$ cat src/rtl/core/arel_pkg.sv
// ----------------------------------------------------------------------------
// arel_pkg
// Shared types and constants for the acknowledged event ring.
// ----------------------------------------------------------------------------
package arel_pkg;

  // Default ring depth
  localparam int DEPTH_DEF = 4;

  // Field widths
  localparam int CMD_W = 2;
  localparam int CAT_W = 3;
  localparam int SEQ_W = 32;
  localparam int TIME_W = 32;

  // Stream word widths (packed fields, padded to whole bytes)
  localparam int IN_DATA_W = 72;
  localparam int OUT_DATA_W = 72;

  // Command codes
  localparam logic [CMD_W-1:0] CMD_RECORD = 2'd0;
  localparam logic [CMD_W-1:0] CMD_PEEK = 2'd1;
  localparam logic [CMD_W-1:0] CMD_MARK = 2'd2;

  // One stored entry (sent mark lives in flops outside the memory)
  typedef struct packed {
    logic [SEQ_W-1:0] seq;
    logic [TIME_W-1:0] stamp;
    logic [CAT_W-1:0] cat;
  } entry_t;

  // One peek result
  typedef struct packed {
    logic found;
    logic [SEQ_W-1:0] seq;
    logic [TIME_W-1:0] stamp;
    logic [CAT_W-1:0] cat;
  } result_t;

endpackage

$ cat src/rtl/core/arel_entry_ram.sv
// ----------------------------------------------------------------------------
// arel_entry_ram
// Entry storage: one write port, one read port, registered read data.
// ----------------------------------------------------------------------------
module arel_entry_ram #(
  parameter int DEPTH = arel_pkg::DEPTH_DEF,
  parameter int IDX_W = $clog2(DEPTH)
) (
  input  logic                 clk,
  input  logic                 wr_en,
  input  logic [IDX_W-1:0]     wr_addr,
  input  arel_pkg::entry_t     wr_data,
  input  logic [IDX_W-1:0]     rd_addr,
  output arel_pkg::entry_t     rd_data
);
  import arel_pkg::*;

  entry_t mem [DEPTH];

  // Write port
  always_ff @(posedge clk) begin
    if (wr_en) begin
      mem[wr_addr] <= wr_data;
    end
  end

  // Read port, registered read data
  always_ff @(posedge clk) begin
    rd_data <= mem[rd_addr];
  end

endmodule

$ cat src/rtl/core/arel_out_reg.sv
// ----------------------------------------------------------------------------
// arel_out_reg
// Output word register: holds one peek result until the receiver takes it.
// ----------------------------------------------------------------------------
module arel_out_reg (
  input  logic                clk,
  input  logic                rst,
  input  logic                push,
  input  arel_pkg::result_t   res,
  output logic                free,
  output logic                out_valid,
  input  logic                out_ready,
  output arel_pkg::result_t   out_res
);
  import arel_pkg::*;

  assign free = !out_valid || out_ready;

  // Valid flag
  always_ff @(posedge clk) begin
    if (rst) begin
      out_valid <= 1'b0;
    end else if (push) begin
      out_valid <= 1'b1;
    end else if (out_ready) begin
      out_valid <= 1'b0;
    end
  end

  // Payload
  always_ff @(posedge clk) begin
    if (push) begin
      out_res <= res;
    end
  end

endmodule

$ cat src/rtl/core/arel_ctrl.sv
// ----------------------------------------------------------------------------
// arel_ctrl
// Command sequencer: ring pointers, sent marks and the scan over the memory.
// ----------------------------------------------------------------------------
module arel_ctrl #(
  parameter int DEPTH = arel_pkg::DEPTH_DEF,
  parameter int IDX_W = $clog2(DEPTH),
  parameter int CNT_W = $clog2(DEPTH + 1)
) (
  input  logic                          clk,
  input  logic                          rst,
  // command side
  input  logic                          in_valid,
  output logic                          in_ready,
  input  logic [arel_pkg::CMD_W-1:0]    cmd,
  input  logic [arel_pkg::CAT_W-1:0]    cat,
  input  logic [arel_pkg::TIME_W-1:0]   stamp,
  input  logic [arel_pkg::SEQ_W-1:0]    seq_req,
  // memory side
  output logic                          wr_en,
  output logic [IDX_W-1:0]              wr_addr,
  output arel_pkg::entry_t              wr_data,
  output logic [IDX_W-1:0]              rd_addr,
  input  arel_pkg::entry_t              rd_data,
  // result side
  input  logic                          res_free,
  output logic                          res_push,
  output arel_pkg::result_t             res
);
  import arel_pkg::*;

  localparam int SW = CNT_W + 1;
  localparam logic [IDX_W-1:0] LAST_IDX = IDX_W'(DEPTH - 1);
  localparam logic [CNT_W-1:0] FULL_CNT = CNT_W'(DEPTH);
  localparam logic [SW-1:0] DEPTH_S = SW'(DEPTH);

  // State codes
  localparam logic [2:0] ST_IDLE = 3'd0;
  localparam logic [2:0] ST_PEEK_SCAN = 3'd1;
  localparam logic [2:0] ST_PEEK_RD = 3'd2;
  localparam logic [2:0] ST_PEEK_OUT = 3'd3;
  localparam logic [2:0] ST_MARK_RD = 3'd4;
  localparam logic [2:0] ST_MARK_CMP = 3'd5;

  logic [2:0] state;
  logic [DEPTH-1:0] done;
  logic [IDX_W-1:0] head;
  logic [CNT_W-1:0] fill;
  logic [SEQ_W-1:0] issued;
  logic [IDX_W-1:0] ptr;
  logic [CNT_W-1:0] cnt;
  logic [SEQ_W-1:0] req;
  logic accept;
  logic [SW-1:0] start_sum;
  logic [IDX_W-1:0] start_idx;
  logic [IDX_W-1:0] ptr_next;
  logic [IDX_W-1:0] head_next;
  logic [SEQ_W-1:0] issued_next;

  assign in_ready = (state == ST_IDLE);
  assign accept = in_valid && in_ready;

  // Oldest slot: (head - fill) mod DEPTH
  assign start_sum = SW'(head) + DEPTH_S - SW'(fill);
  assign start_idx = (start_sum >= DEPTH_S) ? IDX_W'(start_sum - DEPTH_S)
                                            : IDX_W'(start_sum);

  assign ptr_next = (ptr == LAST_IDX) ? '0 : ptr + 1'b1;
  assign head_next = (head == LAST_IDX) ? '0 : head + 1'b1;
  assign issued_next = issued + 1'b1;

  // Record writes go straight into the memory at the head
  assign wr_en = accept && (cmd == CMD_RECORD);
  assign wr_addr = head;
  assign wr_data = '{seq: issued_next, stamp: stamp, cat: cat};
  assign rd_addr = ptr;

  assign res_push = (state == ST_PEEK_OUT) && res_free;

  // Sequencer
  always_ff @(posedge clk) begin
    if (rst) begin
      state <= ST_IDLE;
      done <= '1;
      head <= '0;
      fill <= '0;
      issued <= '0;
      ptr <= '0;
      cnt <= '0;
    end else begin
      case (state)
        ST_IDLE: begin
          if (accept) begin
            case (cmd)
              CMD_RECORD: begin
                done[head] <= 1'b0;
                head <= head_next;
                issued <= issued_next;
                if (fill != FULL_CNT) begin
                  fill <= fill + 1'b1;
                end
              end
              CMD_PEEK: begin
                ptr <= start_idx;
                cnt <= '0;
                state <= (fill == '0) ? ST_PEEK_OUT : ST_PEEK_SCAN;
              end
              CMD_MARK: begin
                ptr <= '0;
                state <= ST_MARK_RD;
              end
              default: begin
              end
            endcase
          end
        end
        ST_PEEK_SCAN: begin
          // read is issued at ptr this cycle
          if (!done[ptr]) begin
            state <= ST_PEEK_RD;
          end else if (cnt + 1'b1 == fill) begin
            state <= ST_PEEK_OUT;
          end else begin
            cnt <= cnt + 1'b1;
            ptr <= ptr_next;
          end
        end
        ST_PEEK_RD: begin
          state <= ST_PEEK_OUT;
        end
        ST_PEEK_OUT: begin
          if (res_free) begin
            state <= ST_IDLE;
          end
        end
        ST_MARK_RD: begin
          // skip slots already sent
          if (!done[ptr]) begin
            state <= ST_MARK_CMP;
          end else if (ptr == LAST_IDX) begin
            state <= ST_IDLE;
          end else begin
            ptr <= ptr_next;
          end
        end
        ST_MARK_CMP: begin
          if (rd_data.seq == req) begin
            done[ptr] <= 1'b1;
            state <= ST_IDLE;
          end else if (ptr == LAST_IDX) begin
            state <= ST_IDLE;
          end else begin
            ptr <= ptr_next;
            state <= ST_MARK_RD;
          end
        end
        default: begin
          state <= ST_IDLE;
        end
      endcase
    end
  end

  // Request and result payload
  always_ff @(posedge clk) begin
    if (accept) begin
      req <= seq_req;
      res <= '0;
    end
    if (state == ST_PEEK_RD) begin
      res <= '{found: 1'b1, seq: rd_data.seq, stamp: rd_data.stamp, cat: rd_data.cat};
    end
  end

endmodule

$ cat src/rtl/core/ack_ring_event_log_top.sv
// ----------------------------------------------------------------------------
// ack_ring_event_log_top
// Ring of event entries with per-entry sent marks.
// ----------------------------------------------------------------------------
// Usage:
//   Command words enter on the s_ group. Command record stores an entry at
//   the head with the next sequence number (from 1) and overwrites the oldest
//   entry when the ring is full. Command peek returns one word on the m_
//   group: the oldest unsent entry, or all zero when there is none. Command
//   mark sets the sent mark of the lowest slot holding that unsent sequence.
//   Record and mark give no output word; code three is ignored.
// Timing:
//   One command at a time. Peek scans the sent-mark flops one slot a cycle
//   from the oldest entry and stops at the first unsent slot or after fill
//   slots; an unsent slot then costs one memory read. The result is
//   registered, then loaded into the output word register once that is
//   free. Mark scans from slot 0: each unsent slot costs one read and one
//   compare.
// Reset:
//   Synchronous; empties the ring, marks all slots sent, clears the counter.
// Stall:
//   A held output word blocks only the next peek result; s_tready returns
//   once the command in progress is done.
// ----------------------------------------------------------------------------
module ack_ring_event_log_top #(
  parameter int DEPTH = arel_pkg::DEPTH_DEF
) (
  input  logic                              clk,
  input  logic                              rst,
  input  logic                              s_tvalid,
  output logic                              s_tready,
  // [2:0] category, [34:3] timestamp, [66:35] sequence_req, rest zero
  input  logic [arel_pkg::IN_DATA_W-1:0]    s_tdata,
  // [1:0] command
  input  logic [arel_pkg::CMD_W-1:0]        s_tuser,
  output logic                              m_tvalid,
  input  logic                              m_tready,
  // [31:0] entry_sequence, [63:32] entry_time, [66:64] entry_category, rest zero
  output logic [arel_pkg::OUT_DATA_W-1:0]   m_tdata,
  // [0] found
  output logic                              m_tuser
);
  import arel_pkg::*;

  localparam int IDX_W = $clog2(DEPTH);
  localparam int CNT_W = $clog2(DEPTH + 1);
  localparam int OUT_USED = SEQ_W + TIME_W + CAT_W;

  logic wr_en;
  logic [IDX_W-1:0] wr_addr;
  entry_t wr_data;
  logic [IDX_W-1:0] rd_addr;
  entry_t rd_data;
  logic res_free;
  logic res_push;
  result_t res;
  result_t out_res;

  // Entry memory
  arel_entry_ram #(
    .DEPTH(DEPTH),
    .IDX_W(IDX_W)
  ) u_ram (
    .clk(clk),
    .wr_en(wr_en),
    .wr_addr(wr_addr),
    .wr_data(wr_data),
    .rd_addr(rd_addr),
    .rd_data(rd_data)
  );

  // Command sequencer
  arel_ctrl #(
    .DEPTH(DEPTH),
    .IDX_W(IDX_W),
    .CNT_W(CNT_W)
  ) u_ctrl (
    .clk(clk),
    .rst(rst),
    .in_valid(s_tvalid),
    .in_ready(s_tready),
    .cmd(s_tuser),
    .cat(s_tdata[CAT_W-1:0]),
    .stamp(s_tdata[CAT_W+TIME_W-1:CAT_W]),
    .seq_req(s_tdata[CAT_W+TIME_W+SEQ_W-1:CAT_W+TIME_W]),
    .wr_en(wr_en),
    .wr_addr(wr_addr),
    .wr_data(wr_data),
    .rd_addr(rd_addr),
    .rd_data(rd_data),
    .res_free(res_free),
    .res_push(res_push),
    .res(res)
  );

  // Output word register
  arel_out_reg u_out (
    .clk(clk),
    .rst(rst),
    .push(res_push),
    .res(res),
    .free(res_free),
    .out_valid(m_tvalid),
    .out_ready(m_tready),
    .out_res(out_res)
  );

  // Pack output word
  assign m_tdata = {{(OUT_DATA_W - OUT_USED){1'b0}}, out_res.cat, out_res.stamp, out_res.seq};
  assign m_tuser = out_res.found;

endmodule

$ cat config.mk
export PLATFORM = sky130hd
export DESIGN_NAME = ack_ring_event_log_top
export DESIGN_NICKNAME = d
export VERILOG_FILES = /design/src/rtl/core/arel_pkg.sv /design/src/rtl/core/arel_entry_ram.sv /design/src/rtl/core/arel_out_reg.sv /design/src/rtl/core/arel_ctrl.sv /design/src/rtl/core/ack_ring_event_log_top.sv
export SDC_FILE = /design/constraint.sdc
export NUM_CORES = 1
export LEC_CHECK = 0
export ABC_AREA = 1
export BUFFER_PORTS_ARGS = -buffer_cell sky130_fd_sc_hd__buf_2
export CAP_MARGIN = 20
export CORE_UTILIZATION = 30
export DETAILED_ROUTE_END_ITERATION = 8
export MAX_ROUTING_LAYER = met4
export SLEW_MARGIN = 20
export SYNTH_ARGS = -nofsm -noshare
export SYNTH_HDL_FRONTEND = slang
export SYNTH_SLANG_ARGS = --single-unit
$ cat constraint.sdc
create_clock -name clk -period 8.4 [get_ports clk]
set_clock_uncertainty 0.15 [all_clocks]
set_input_delay 1.68 -clock clk [delete_from_list [all_inputs] [get_ports clk]]
set_output_delay 1.68 -clock clk [all_outputs]
set_load 0.02 [all_outputs]
==> impl_metrics.json, run 1 <==
{
  "crit_fanout": 68,
  "netlist_area_mm2": 0.02048,
  "synth_top_area_cell": "edfxtp_1",
  "ios": 153,
  "max-slew-margin-rel_pct": 30.42,
  "drive_above_1_share_pct": 15.15,
  "dp_hpwl_um": 25070,
  "placed_area_mm2": 0.02214,
  "cts_max_path_buffers": 3,
  "placementRows": 95,
  "rsz0062_at_grt": "false",
  "antenna_found_initial": 5,
  "synth_cell_types": 45,
  "cts_hold_buf": 0,
  "design_area_mm2": 0.02383,
  "cts-buffers-inserted": 53,
  "worst_pin_slew_ns": 1.044,
  "grt_pass1_wl_um": 65920,
  "critPathKind": "in2reg",
  "total_power_mw": 7.335,
  "die_w_um": 263.3,
  "dpl_worst_slack_ns": 3.381,
  "arrival_ns": 4.40,
  "synth_area_leaders": "edfxtp_1, dfxtp_1, nor2_1, o21ai_0, inv_1",
  "async_flop_share_pct": 0,
  "die_h_um": 263.3,
  "timing.final.crit_share_pct": 51.81,
  "tns_ns": 0,
  "firstDrtPassIters": 5,
  "synth-seq-cells": 553,
  "synthToLayoutAreaGrowth_pct": 16.34,
  "critPathSlowestCell": "buf_4",
  "setup_ws_ns": 4.048,
  "cts_tree": "built",
  "fin_util_pct": 35.35,
  "period_minus_slack_ns": 4.352,
  "wirelength_um": 42400,
  "synth_edf_count": 435,
  "path_cells": "buf_2, inv_1, nor2_4, buf_4, nand2_2, buf_4, nor2_4, buf_4",
  "max-cap-violations": 0,
  "ctsRootBufferMaster": "clkbuf_16",
  "insertion_delay_ns": 0.57,
  "ir_drop_v": 0.0002284,
  "synth_cells": 1593,
  "h-tree-depth": 2,
  "cts_setup_buffers": 0,
  "hold_violations": 0,
  "grt_max_degree": 81,
  "r2r_end": "u_ram.mem[3][65]",
  "cts_resized": 0,
  "cellLeakagePower_nw": 8.855,
  "cp.required_ns": 8.45,
  "route.detailed.drc": 0,
  "maxSlewViolCount": 0,
  "cts_sinks": 553,
  "drtIter0Drc": 919,
  "status": "complete, no violations",
  "post_drt_wl_per_cell_um": 15.94,
  "antenna_left": 0,
  "start_kind": "input pin",
  "fmax_mhz": 229.8,
  "fin_cells": 2661,
  "globalplace.congestion": 0.8308,
  "globalRouteOverflowTotal": 0,
  "rr_startpoint": "u_ctrl.state[2]",
  "final_cell_mix": "edfxtp_1, nor2_1, inv_1",
  "cp_slowest_stage_delay_ns": 0.71,
  "grt_usage_pct": 12.48,
  "worstHoldStart": "u_ctrl.res[43]",
  "portBuffers": 142,
  "ys_seq_area_share_pct": 75.32,
  "viasPerCell": 4.442,
  "core_area_mm2": 0.06740,
  "clkTransAtPathRegs_ns": 0.06,
  "layout_commonest_cell": "edfxtp_1",
  "dieArea_mm2": 0.06931,
  "synth_top_area_share_pct": 63.79,
  "fin_nets": 1833,
  "whs_ns": 0.2660,
  "dpl.cell_count": 2557,
  "synth-main-ff-cell": "edfxtp_1",
  "grt_pass1_vias": 11780,
  "power_density_mw_per_mm2": 307.9,
  "yosysWarnings": 0,
  "vias": 11820,
  "worstHoldPathCells": 0,
  "setup_viol": 0,
  "synth_area_per_cell_um2": 12.86,
  "reg2reg_slack_ns": 4.53,
  "whs_endpoint": "u_out.out_res[43]",
  "crit_path_frequent_cell": "buf_4",
  "hold_path.class": "reg2reg",
  "start_util_pct": 30.39,
  "endpoint_kind": "flip-flop",
  "reg2reg_depth": 10,
  "fillers": 6419
}
==> cell families after synthesis <==
family / share of synthesized area (%)
other: 0.01831
AND/OR/NAND/NOR: 9.153
flip-flops: 75.32
buffers and inverters: 4.540
AO/OA/AOI/OAI: 7.686
adder cells (fa/ha/maj): 0.9776
XOR/XNOR: 2.303
==> final cells by class <==
cell class              count  area, µm²  area share [%]
flip-flops and latches    553      15430           64.76
multi-input cells         811       4184           17.56
clock buffers              78       1513           6.349
well taps                 873       1092           4.585
repair buffers            155      808.3           3.392
inverters                 165      623.1           2.615
clock inverters            20      160.2          0.6722
diodes                      6      15.01         0.06302
==> cells in the mapped netlist, drive strengths merged (6+ instances only) <==
cell type	count
edfxtp	435
nor2	258
o21ai	172
inv	164
nand2	133
dfxtp	118
o22ai	67
clkbuf	53
a21oi	44
nand3	29
xor2	27
xnor2	26
ha	16
buf	15
nor3	14
nand4	6
==> layer usage <==
metal / GRT usage [%] / share of wire, % / vias to the layer above / routed length [µm]
li1: - / - / 5792 / -
met1: 14.59 / 43 / 5720 / 18200
met2: 21.95 / 51 / 235 / 21420
met3: 1.927 / 4.1 / 73 / 1748
met4: 3.936 / 2.4 / 0 / 1032
met5: - / 0 / - / 0
==> critical path, delay by kind of cell <==
kind	cells	cell delay, ns
buf+inv	5	1.74
simple gates	3	0.87
==> sequential cells by signal (all words and copies together) (netlist names), 3 cells and up <==
register       cells
u_ctrl.res        68
u_out.out_res     68
u_ctrl.cnt         3
u_ctrl.done        4
u_ctrl.fill        3
u_ctrl.state       3
u_ram.rd_data     67
u_ctrl.req        32
u_ram.mem        268
u_ctrl.issued     32
==> power by group <==
part	switching, mW	leakage [nW]	total [mW]	internal, mW
logic	0.946	3.02	1.35	0.401
clock network	0.973	0.806	2.28	1.31
registers	0.220	5.03	3.71	3.49
==> worst max-delay path by stage <==
stage / startpoint / endpoint / depth (start not counted)
floorplan: s_tvalid / u_ram.mem[0][0] / 6
global placement: s_tvalid / u_ram.mem[3][6] / 8
detailed placement: s_tvalid / u_ram.mem[3][63] / 8
CTS: s_tvalid / u_ram.mem[3][1] / 8
global route: s_tvalid / u_ram.mem[3][1] / 8
finish: s_tvalid / u_ram.mem[3][65] / 8
Power figures use the tool's default switching activity.
==> run 2: changes to the inputs <==
==> constraint.sdc (replaced) <==
create_clock -name clk -period 4.25 [get_ports clk]
set_clock_uncertainty 0.15 [all_clocks]
set_input_delay 0.85 -clock clk [delete_from_list [all_inputs] [get_ports clk]]
set_output_delay 0.85 -clock clk [all_outputs]
set_load 0.02 [all_outputs]
==> run 2 against run 1 <==
Against the previous run: sequential cell count unchanged; register-to-register slack got worse by 3.0 ns; combinational power increased by 100%; non-clock buffer count up 4; die area did not move; count of clock-buffer cells in the layout fell by 3; hold slack lost 0.0036 ns; sequential power grew 97%; global-route usage is 0.16 points higher; first-iteration DRC count down 12%; power grew 100%; largest power group unchanged; highest routed layer unchanged.
==> impl_metrics.json, run 2 (synthesis gave the netlist of run 1 again) <==
{
  "status": "complete, no violations",
  "r2r_end": "u_ram.mem[2][59]",
  "cts_setup_buffers": 0,
  "dp_hpwl_um": 25560,
  "fillers": 6412,
  "grt_pass1_wl_um": 66660,
  "grt_usage_pct": 12.64,
  "cp.required_ns": 4.32,
  "layout_commonest_cell": "edfxtp_1",
  "h-tree-depth": 2,
  "cts_max_path_buffers": 3,
  "cts_resized": 0,
  "setup_viol": 0,
  "antenna_found_initial": 4,
  "cp-endpoint": "u_ram.mem[2][59]",
  "final_cell_mix": "edfxtp_1, nor2_1, inv_1",
  "regArea_mm2": 0.01543,
  "globalplace.congestion": 0.8136,
  "synthToLayoutAreaGrowth_pct": 17.19,
  "ctsRootBufferMaster": "clkbuf_16",
  "crit_family": "simple AND/OR/NAND/NOR gates",
  "rr_startpoint": "u_ctrl.state[2]",
  "globalRouteOverflowTotal": 0,
  "max-cap-violations": 0,
  "period_minus_slack_ns": 2.710,
  "largest_reg_flops": 268,
  "path_cells": "nor2_2, inv_2, nor2_4, inv_2, nor2_4, nand2_2, nor2_4, buf_12",
  "fin_nets": 1838,
  "critPathKind": "reg2reg",
  "viasPerCell": 4.492,
  "wirelength_um": 42930,
  "crit_path_frequent_cell": "nor2_4",
  "worst-path-stages": 8,
  "reg_top3": "u_ram.mem: 268 flops, u_ctrl.res: 68 flops, u_out.out_res: 68 flops",
  "grt_max_degree": 97,
  "cts_hold_buf": 0,
  "ios": 153,
  "hold_path.class": "reg2reg",
  "dieArea_mm2": 0.06931,
  "arrival_ns": 2.78,
  "fin_cells": 2665,
  "antenna_left": 0,
  "post_drt_wl_per_cell_um": 16.11,
  "cts_sinks": 553,
  "setup_ws_ns": 1.540,
  "path_buf_inv": 3,
  "grt_pass1_vias": 11833,
  "power_density_mw_per_mm2": 612.4,
  "drive_above_1_share_pct": 15.83,
  "multi_input_comb_area_mm2": 0.004184,
  "dpl.cell_count": 2561,
  "route.detailed.drc": 0,
  "firstDrtPassIters": 5,
  "worst_pin_slew_ns": 1.031,
  "critPathSlowestCell": "nand2_2",
  "cts-buffers-inserted": 54,
  "endpoint_kind": "flip-flop",
  "placementRows": 95,
  "cts_tree": "built",
  "fmax_mhz": 368.9,
  "design_area_mm2": 0.02400,
  "cp_slowest_stage_delay_ns": 0.48,
  "placed_area_mm2": 0.02223,
  "fin_util_pct": 35.61,
  "reg2reg_depth": 8,
  "maxSlewViolCount": 0,
  "rsz0062_at_grt": "false",
  "regMostFlops": "u_ram.mem",
  "ir_drop_v": 0.0003697,
  "max-slew-margin-rel_pct": 31.27,
  "timing.final.crit_share_pct": 63.77,
  "hold_violations": 0,
  "drtIter0Drc": 807,
  "die_h_um": 263.3,
  "crit_start": "u_ctrl.state[2]",
  "dpl_worst_slack_ns": 1.277,
  "clkTransAtPathRegs_ns": 0.06,
  "die_w_um": 263.3,
  "start_util_pct": 30.39,
  "portBuffers": 142,
  "vias": 11970,
  "insertion_delay_ns": 0.59,
  "core_area_mm2": 0.06740,
  "crit_fanout": 67,
  "cellLeakagePower_nw": 8.947,
  "start_kind": "flip-flop",
  "reg2reg_slack_ns": 1.54
}
run 2: worst register-to-register path, delay by kind of cell (launching register included):
family | cells | cell delay, ns
and+or+nand+nor | 5 | 1.20
buffers and inverters | 3 | 0.55
DFF | 1 | 0.37
run 2: area by class of cell:
type / instances / share of cell area (%)
well taps: 873 / 4.552
flip-flops and latches: 553 / 64.30
diodes: 4 / 0.04171
inverters: 165 / 2.596
multi-input cells: 811 / 17.43
clock buffers: 75 / 6.293
clock inverters: 25 / 1.032
repair buffers: 159 / 3.754
run 2: worst min path at each step:
stage                        end  depth (start not counted)           start  slack [ns]
3_3_place_gp   u_out.out_res[26]                          0  u_ctrl.res[26]        0.25
4_1_cts        u_out.out_res[31]                          0  u_ctrl.res[31]        0.26
5_1_grt           u_ctrl.req[31]                          1     s_tdata[66]        0.27
6_report       u_out.out_res[31]                          0  u_ctrl.res[31]        0.26
3_5_place_dp    u_out.out_res[5]                          0   u_ctrl.res[5]        0.25
2_1_floorplan   u_out.out_res[0]                          0   u_ctrl.res[0]        0.25
run 2: per-layer routing:
metal | GRT usage (%) | part of all wire (%)
met5 | - | 0
met4 | 4.062 | 2.5
met3 | 2.030 | 4.3
met2 | 22.15 | 51
met1 | 14.77 | 42
run 2: power breakdown:
part	internal, mW	leakage, nW	switching (mW)
registers	6.88	5.03	0.417
logic	0.817	3.05	1.90
clock network	2.73	0.865	1.95
total	10.4	8.95	4.27
run 2: through the flow:
stage	setup TNS, ns	power (mW)	hold WS (ns)
after global routing	0	15.46	0.2700
after detailed placement	0	10.20	0.2545
after CTS	0	14.90	0.2646
after floorplan	-25.98	9.211	0.2503
final	0	14.70	0.2624
after global placement	0	10.09	0.2504
==> run 3: changes to the inputs <==
==> constraint.sdc (replaced) <==
create_clock -name clk -period 2.2 [get_ports clk]
set_clock_uncertainty 0.15 [all_clocks]
set_input_delay 0.44 -clock clk [delete_from_list [all_inputs] [get_ports clk]]
set_output_delay 0.44 -clock clk [all_outputs]
set_load 0.02 [all_outputs]
==> run 3 against run 2 <==
Against the previous run: utilization rose by 1.4 points; hold slack got worse by 0.15 ns; routed wire length rose by 2.3%; clock power rose by 91%; sequential share of layout area fell by 2.4 points; power rose by 95%; non-clock buffer count rose by 88; die area did not move; highest routed layer unchanged.
==> impl_metrics.json, run 3 (synthesis gave the netlist of run 1 again) <==
{
  "critPathSlowestCell": "dfxtp_4",
  "largest_reg_flops": 268,
  "clkTransAtPathRegs_ns": 0.06,
  "max-slew-margin-rel_pct": 50.83,
  "reg_top3": "u_ram.mem: 268 flops, u_ctrl.res: 68 flops, u_out.out_res: 68 flops",
  "dpl.cell_count": 2581,
  "period_minus_slack_ns": 2.114,
  "post_drt_wl_per_cell_um": 15.99,
  "start_kind": "flip-flop",
  "core_area_mm2": 0.06740,
  "ir_drop_v": 0.0005801,
  "viasPerCell": 4.497,
  "cp_slowest_stage_delay_ns": 0.37,
  "grt_pass1_vias": 12307,
  "cts_sinks": 553,
  "dpl_worst_slack_ns": 0.06951,
  "total_power_mw": 28.63,
  "start_util_pct": 30.39,
  "insertion_delay_ns": 0.58,
  "drtIter0Drc": 936,
  "cellLeakagePower_nw": 9.363,
  "p_int_mw": 20.30,
  "maxSlewViolCount": 0,
  "hold_path.class": "in2reg",
  "ios": 153,
  "p_sw_share_pct": 29.10,
  "die_h_um": 263.3,
  "portBuffers": 142,
  "placementRows": 95,
  "h-tree-depth": 2,
  "endpoint_kind": "primary output",
  "max-cap-violations": 0,
  "final_cell_mix": "edfxtp_1, nor2_1, inv_1",
  "crit_fanout": 5,
  "layout_commonest_cell": "edfxtp_1",
  "dieArea_mm2": 0.06931,
  "design_area_mm2": 0.02496,
  "cts_tree": "built",
  "ctsRootBufferMaster": "clkbuf_16",
  "power.share.clock_pct": 31.1,
  "multi_input_comb_area_mm2": 0.004250,
  "switchingPower_mw": 8.333,
  "die_w_um": 263.3,
  "grt_usage_pct": 12.86,
  "p_seq_share_pct": 48.8,
  "route.detailed.drc": 0,
  "antenna_found_initial": 4,
  "globalRouteOverflowTotal": 0,
  "cts_max_path_buffers": 3,
  "wirelength_um": 43930,
  "setup_ws_ns": 0.08564,
  "antenna_left": 0,
  "comb_power_share_pct": 20.1,
  "globalplace.congestion": 0.7957,
  "vias": 12354,
  "cp.required_ns": 1.61,
  "synthToLayoutAreaGrowth_pct": 21.87,
  "firstDrtPassIters": 5,
  "worst_pin_slew_ns": 0.7330,
  "tns_ns": 0,
  "critPathKind": "reg2out",
  "cts-buffers-inserted": 51,
  "drive_above_1_share_pct": 16.99,
  "status": "complete, no violations",
  "timing.final.crit_share_pct": 96.11,
  "dp_hpwl_um": 27160,
  "fin_nets": 1923,
  "setup_viol": 0,
  "arrival_ns": 1.52,
  "grt_max_degree": 70,
  "placed_area_mm2": 0.02253,
  "regArea_mm2": 0.01544,
  "power_density_mw_per_mm2": 1147,
  "hold_violations": 0,
  "regMostFlops": "u_ram.mem",
  "grt_pass1_wl_um": 68320,
  "fillers": 6306,
  "path_cells": "nor2_4, inv_2, nor2_4, buf_4, buf_4",
  "fin_cells": 2747,
  "fmax_mhz": 473.0
}
==> run 3: worst max-delay path: cells and delay by family (launching register included) <==
kind	cells	cell delay [ns]
and+or+nand+nor	2	0.23
DFF	1	0.37
buffers and inverters	3	0.35
==> run 3: area by class of cell <==
class | count | area share, %
Antenna cell | 2 | 0.02005
Clock buffer | 75 | 5.926
Clock inverter | 21 | 0.9174
Inverter | 165 | 2.527
Multi-Input combinational cell | 811 | 17.03
Sequential cell | 553 | 61.86
Tap cell | 873 | 4.377
Timing Repair Buffer | 247 | 7.339
==> run 3: final timing paths <==
kind | slack, ns | to | start | cells past startpoint
worst min register to register | 0.26 | u_out.out_res[56] | u_ctrl.res[56] | 0
worst max-delay path | 0.09 | s_tready | u_ctrl.state[2] | 5
worst min-delay path | 0.11 | u_out.out_valid | m_tready | 4
worst max register to register | 0.12 | u_ram.mem[0][2] | u_ctrl.state[2] | 8
==> run 3: repair_timing <==
item / in CTS / in global routing
setup endpoints to repair: 0 / 23
hold buffers: 67 / 0
setup buffers: 0 / 1
resized for setup: 0 / 11
endpoints found under the hold margin: 172 / 0
==> run 3: layer usage <==
| layer | vias up | track usage [%] | wire length [µm] |
|---|---|---|---|
| li1 | 5959 | - | - |
| met2 | 206 | 23.41 | 23170 |
| met4 | 0 | 3.762 | 945 |
| met3 | 66 | 1.506 | 1477 |
| met1 | 6123 | 14.77 | 18340 |
| met5 | - | - | 0 |
==> run 3: power by group through the flow <==
stage,Combinational (mW),Clock (mW),Sequential [mW]
floorplan,3.80,0,14.0
global placement,5.57,0,14.2
detailed placement,5.73,0,14.2
CTS,5.86,9.10,14.0
global route,6.47,9.48,14.1
finish,5.75,8.90,14.0
==> run 3: through the flow <==
stage / hold WS, ns / utilization (%)
after global placement: 0.2507 / 33.43
final: 0.1117 / 37.03
after global routing: 0.1289 / 37.03
after CTS: 0.09620 / 36.96
after floorplan: 0.2503 / -
after detailed placement: 0.2545 / 33.43
